[src/rtl/rti_pkg.sv]
// Shared types, constants and helpers of the ray/triangle intersection block.
package rti_pkg;

	localparam int CoordW = 32;
	localparam int FracW  = 16;
	localparam int AccW   = 64;
	localparam int DistW  = 31;
	localparam int CfgIdxW = 3;

	localparam logic signed [AccW-1:0] SMax = {1'b0, {(AccW-1){1'b1}}};
	localparam logic [DistW-1:0] DistMax = {DistW{1'b1}};

	typedef logic signed [CoordW-1:0] coord_t;
	typedef logic signed [AccW-1:0]   acc_t;

	typedef struct packed {
		coord_t z;
		coord_t y;
		coord_t x;
	} vec3_t;

	typedef struct packed {
		vec3_t e1;
		vec3_t e2;
		vec3_t s;
		logic  last;
	} tri_t;

	typedef struct packed {
		vec3_t        org;
		vec3_t        dir;
		logic [31:0]  thr;
	} cfg_t;

	typedef enum logic [CfgIdxW-1:0] {
		REG_ORG_X = 3'd0,
		REG_ORG_Y = 3'd1,
		REG_ORG_Z = 3'd2,
		REG_DIR_X = 3'd3,
		REG_DIR_Y = 3'd4,
		REG_DIR_Z = 3'd5,
		REG_THR   = 3'd6
	} cfg_reg_t;

	typedef enum logic [2:0] {
		PH_H, PH_Q, PH_DET, PH_U, PH_V, PH_T
	} phase_t;

	typedef enum logic [2:0] {
		ST_IDLE, ST_MUL, ST_ACC, ST_SIGN, ST_CHECK, ST_DIV, ST_FIN
	} state_t;

	function automatic coord_t comp_sel(vec3_t v, logic [1:0] i);
		coord_t r;
		unique case (i)
			2'd0:    r = v.x;
			2'd1:    r = v.y;
			default: r = v.z;
		endcase
		return r;
	endfunction

	function automatic logic [1:0] next3(logic [1:0] i);
		return (i == 2'd2) ? 2'd0 : i + 2'd1;
	endfunction

	function automatic coord_t sub_sat(coord_t a, coord_t b);
		logic signed [CoordW:0] d;
		d = {a[CoordW-1], a} - {b[CoordW-1], b};
		if (d[CoordW] != d[CoordW-1])
			return d[CoordW] ? {1'b1, {(CoordW-1){1'b0}}} : {1'b0, {(CoordW-1){1'b1}}};
		return d[CoordW-1:0];
	endfunction

	function automatic acc_t add_sat(acc_t a, acc_t b);
		logic signed [AccW:0] s;
		s = {a[AccW-1], a} + {b[AccW-1], b};
		if (!s[AccW] && s[AccW-1])
			return SMax;
		if (s[AccW] && (!s[AccW-1] || s[AccW-2:0] == '0))
			return -SMax;
		return s[AccW-1:0];
	endfunction

	function automatic coord_t shift_sat(acc_t a);
		acc_t sh;
		sh = a >>> FracW;
		if (sh[AccW-1:CoordW-1] == '0 || sh[AccW-1:CoordW-1] == '1)
			return sh[CoordW-1:0];
		return sh[AccW-1] ? {1'b1, {(CoordW-1){1'b0}}} : {1'b0, {(CoordW-1){1'b1}}};
	endfunction

endpackage

[src/rtl/rti_front.sv]
// Front end: edge and offset vectors per triangle, into a two-entry queue.
module rti_front import rti_pkg::*; (
	input  logic   clk,
	input  logic   arst_n,
	input  logic   in_valid,
	output logic   in_ready,
	input  vec3_t  v0,
	input  vec3_t  v1,
	input  vec3_t  v2,
	input  logic   in_last,
	input  vec3_t  org,
	output logic   q_valid,
	output tri_t   q_head,
	input  logic   q_pop
);

	tri_t       mem_q [2];
	logic       wr_q;
	logic       rd_q;
	logic [1:0] cnt_q;
	tri_t       entry;
	logic       push;

	always_comb begin
		entry.e1.x = sub_sat(v1.x, v0.x);
		entry.e1.y = sub_sat(v1.y, v0.y);
		entry.e1.z = sub_sat(v1.z, v0.z);
		entry.e2.x = sub_sat(v2.x, v0.x);
		entry.e2.y = sub_sat(v2.y, v0.y);
		entry.e2.z = sub_sat(v2.z, v0.z);
		entry.s.x  = sub_sat(org.x, v0.x);
		entry.s.y  = sub_sat(org.y, v0.y);
		entry.s.z  = sub_sat(org.z, v0.z);
		entry.last = in_last;
	end

	assign in_ready = (cnt_q != 2'd2);
	assign push     = in_valid && in_ready;
	assign q_valid  = (cnt_q != 2'd0);
	assign q_head   = mem_q[rd_q];

	always_ff @(posedge clk) begin
		if (push)
			mem_q[wr_q] <= entry;
	end

	always_ff @(posedge clk or negedge arst_n) begin
		if (!arst_n) begin
			wr_q  <= 1'b0;
			rd_q  <= 1'b0;
			cnt_q <= 2'd0;
		end else begin
			if (push)
				wr_q <= ~wr_q;
			if (q_pop)
				rd_q <= ~rd_q;
			cnt_q <= cnt_q + {1'b0, push} - {1'b0, q_pop};
		end
	end

endmodule

[config.mk]
export PLATFORM = sky130hd
export DESIGN_NAME = rti_front
export DESIGN_NICKNAME = d
export VERILOG_FILES = /design/src/rtl/rti_pkg.sv /design/src/rtl/rti_front.sv
export SDC_FILE = /design/constraint.sdc
export NUM_CORES = 1
export LEC_CHECK = 0
export ABC_AREA = 1
export ABC_CLOCK_PERIOD_IN_PS = 17800
export BUFFER_PORTS_ARGS = -buffer_cell sky130_fd_sc_hd__buf_2
export CORE_AREA = 8 8 351 439
export DETAILED_ROUTE_END_ITERATION = 8
export DIE_AREA = 0 0 359 447
export SYNTH_ARGS = -nofsm -noshare
export SYNTH_HDL_FRONTEND = slang
export SYNTH_SLANG_ARGS = --single-unit
[constraint.sdc]
create_clock -name clk -period 17.8 [get_ports clk]
set_input_delay 1.78 -clock clk [delete_from_list [all_inputs] [get_ports clk]]
set_output_delay 1.78 -clock clk [all_outputs]
set_load 0.01 [all_outputs]
==> load_flow_metrics.sql <==
INSERT INTO impl_metrics (metric_group, metric, value, unit) VALUES
('place', 'place.detailed.hpwl', '153000', 'um'),
('worst_hold_path', 'depth_of_the_worst_hold_timing_path', '1', ''),
('synthesis', 'most_numerous_cell_in_the_yosys_netlist', 'sky130_fd_sc_hd__nand2_1', ''),
('power_and_ir_drop', 'finalPower', '6130', 'uW'),
('timing', 'worst-slew-pin-transition', '0.948', 'ns'),
('setup_path', 'critPathCaptureType', 'output port', ''),
('synthesis', 'fraction_of_registers_with_async_set_reset', '0.687', '%'),
('setup_path', 'worst_path_maximum_fanout', '60', ''),
('floorplan', 'placementRows', '158', ''),
('synthesis', 'synth_area_leader_cell', 'sky130_fd_sc_hd__edfxtp_1', ''),
('worst_hold_path', 'worst_hold_startpoint', 'cnt_q[0]', ''),
('place', 'gpl.final_weighted_congestion', '1.02', ''),
('power_and_ir_drop', 'share_comb_of_total_power', '43.0', '%'),
('clock_tree', 'cts.htree.levels', '3', ''),
('clock_tree', 'clock_insertion_delay_at_the_later_pin_of_the_skew_report', '0.68', 'ns'),
('power_and_ir_drop', 'p_leak', '0.0250', 'uW'),
('clock_tree', 'post_cts.resized_instances', '0', ''),
('synthesis', 'ys_warn_count', '0', ''),
('clock_tree', 'max-clock-path-buffers', '3', ''),
('timing', 'rsz0062_at_grt', 'false', ''),
('setup_path', 'worstPathArrival', '3.13', 'ns'),
('setup_path', 'timing.critical_path.slowest_stage_cell', 'sky130_fd_sc_hd__dfrtp_4', ''),
('route', 'routed-via-count', '38700', ''),
('power_and_ir_drop', 'p_sw_share', '39.0', '%'),
('synthesis', 'synth_enable_flop_cells', '578', ''),
('final_layout', 'filler_cell_count', '15600', ''),
('floorplan', 'starting_density', '29.7', '%'),
('final_layout', 'final_layout_size_suffix_gt1_share', '20.8', '%'),
('synthesis', 'count_of_cell_types_in_the_netlist', '37', ''),
('power_and_ir_drop', 'share_clk_of_total_power', '22.4', '%'),
('route', 'wl_met3', '10100', 'um'),
('synthesis', 'cell_area_after_synthesis', '43800', 'um2'),
('grt', 'pin_count_of_the_biggest_net_entering_global_routing', '127', ''),
('route', 'avgRoutedWirePerCell', '22.2', 'um'),
('setup_path', 'setup.worst_path.class', 'reg -> out', ''),
('synthesis', 'netlist_top_cells_area', 'sky130_fd_sc_hd__edfxtp_1, sky130_fd_sc_hd__nand2_1, sky130_fd_sc_hd__ha_1, sky130_fd_sc_hd__mux2_2, sky130_fd_sc_hd__inv_1', ''),
('setup_path', 'worstRegToRegCells', '6', ''),
('route', 'post-route-drc-count', '0', ''),
('power_and_ir_drop', 'p_int', '3740', 'uW'),
('timing', 'fin_crit_sh', '27.6', '%'),
('grt', 'globalRouteTotalUtil', '21.6', '%'),
('synthesis', 'syn_nets', '6104', ''),
('timing', 'finalHoldViolCount', '0', ''),
('synthesis', 'synth.avg_cell_area', '8.09', 'um2'),
('clock_tree', 'numCtsBuffers', '66', ''),
('setup_path', 'startpoint', 'rd_q', ''),
('floorplan', 'fp.dieW', '359', 'um'),
('clock_tree', 'cts-hold-fix-buffers', '0', ''),
('status', 'outcome', 'completed', ''),
('floorplan', 'top_level_ports', '680', ''),
('synthesis', 'yosys-top-cells-count', 'sky130_fd_sc_hd__nand2_1, sky130_fd_sc_hd__inv_1, sky130_fd_sc_hd__edfxtp_1, sky130_fd_sc_hd__nor2_1, sky130_fd_sc_hd__a21oi_1', ''),
('place', 'post_dp_cell_area', '49100', 'um2'),
('final_layout', 'register_area', '17500', 'um2'),
('final_layout', 'final_cells', '8090', ''),
('worst_hold_path', 'min-delay-path-class', 'reg -> reg', ''),
('grt', 'global_route_wire_length_before_repair', '260000', 'um'),
('job', 'max-cap-violations', '0', ''),
('timing', 'fmax', '204', 'MHz'),
('synthesis', 'ys_seq_elements', '582', ''),
('power_and_ir_drop', 'power_per_cell_area', '119', 'nW/um2'),
('setup_path', 'max_stage_delay', '0.89', 'ns'),
('timing', 'max-slew-margin-rel', '36.8', '%'),
('route', 'drt-vias-per-instance', '4.79', ''),
('setup_path', 'critPathRequiredTime', '16.02', 'ns'),
('synthesis', 'ys_seq_area_share', '39.9', '%'),
('clock_tree', 'path_clk_slew', '0.06', 'ns'),
('synthesis', 'post_synthesis_cells', '5416', ''),
('timing', 'timing.final.max_slew_violations', '0', ''),
('power_and_ir_drop', 'vdd_ir_drop_max', '0.129', 'mV'),
('final_layout', 'finalInstanceArea', '51300', 'um2'),
('route', 'wl_met2', '88400', 'um');
==> cells by family (layout without fill, tap and decap cells) <==
logic type,count (synthesis),count (layout),share of synthesized area (%)
AOI/OAI and AO/OA,537,537,7.17
xor gates and xnor gates,173,173,3.46
adders and majority gates,299,299,8.70
buffers and inverters,748,1487,7.20
DFF,582,582,39.9
muxes,289,289,7.43
other,0,15,0
and+or+nand+nor,2788,2788,26.2
==> cell usage in the layout (no fill, tap or decap), types with 66 or more instances in the layout <==
| cell | synthesis | routed |
|---|---|---|
| sky130_fd_sc_hd__nand2_1 | 1981 | 1981 |
| sky130_fd_sc_hd__buf_2 | 10 | 679 |
| sky130_fd_sc_hd__nand3b_1 | 66 | 66 |
| sky130_fd_sc_hd__nand2_2 | 71 | 71 |
| sky130_fd_sc_hd__o21ai_0 | 86 | 86 |
| sky130_fd_sc_hd__inv_1 | 668 | 668 |
| sky130_fd_sc_hd__clkbuf_16 | 0 | 68 |
| sky130_fd_sc_hd__nand3_1 | 135 | 135 |
| sky130_fd_sc_hd__a21oi_1 | 303 | 303 |
| sky130_fd_sc_hd__xor2_1 | 125 | 125 |
| sky130_fd_sc_hd__edfxtp_1 | 578 | 578 |
| sky130_fd_sc_hd__mux2_2 | 289 | 289 |
| sky130_fd_sc_hd__nor2_1 | 448 | 446 |
| sky130_fd_sc_hd__ha_1 | 290 | 290 |
==> registers in the layout (all words and copies together) (netlist names) <==
signal	count
wr_q	1
cnt_q	2
rd_q	1
mem_q	578
==> through the flow <==
stage          setup slack (ns)  hold WS, ns  utilization [%]
6_report                  12.89        0.549             34.8
5_1_grt                   12.68        0.595             34.8
4_1_cts                   12.71        0.548             34.8
3_5_place_dp              12.82        0.527             33.4
3_3_place_gp              12.87        0.504             33.4
2_1_floorplan              2.99        0.485                -
==> worst register-to-register path: stages (launching register included) <==
cell and delay, ns:
sky130_fd_sc_hd__dfrtp_1 0.40, sky130_fd_sc_hd__nand2_1 0.11, sky130_fd_sc_hd__nand2_1 0.16, sky130_fd_sc_hd__nor2_4 0.15, sky130_fd_sc_hd__buf_12 0.51, sky130_fd_sc_hd__buf_4 0.83, sky130_fd_sc_hd__buf_4 0.80
==> area by class of cell <==
class,count,share of cell area [%]
antenna,15,0.0731
clock buffer,76,3.37
clock inverter,43,0.792
inverter,671,4.91
multi-input combinational,4086,45.2
sequential,582,34.0
tap,1920,4.68
timing repair buffer,697,6.93
==> worst max path at each step <==
stage                    endpoint  slack, ns  cells past startpoint
floorplan             mem_q[1][0]       2.99                      2
global placement    mem_q[0][118]      12.87                      6
detailed placement   mem_q[0][51]      12.82                     17
CTS                    q_head[38]      12.71                      3
global route           q_head[32]      12.68                      3
finish                 q_head[32]      12.89                      3
==> power groups by stage <==
stage               registers, uW  logic, uW  clock network [uW]
global placement             2140       2660                   0
CTS                          2130       2670                1420
global route                 2160       2850                1460
detailed placement           2160       2660                   0
finish                       2120       2630                1370
floorplan                    2270       1620                   0
==> routing by layer <==
metal,vias to the layer above,GRT usage (%)
li1,19000,-
met1,18200,25.0
met2,1222,38.7
met3,299,3.94
met4,12,10.1
met5,-,0
Note: power is estimated with default switching activity, not from simulation.
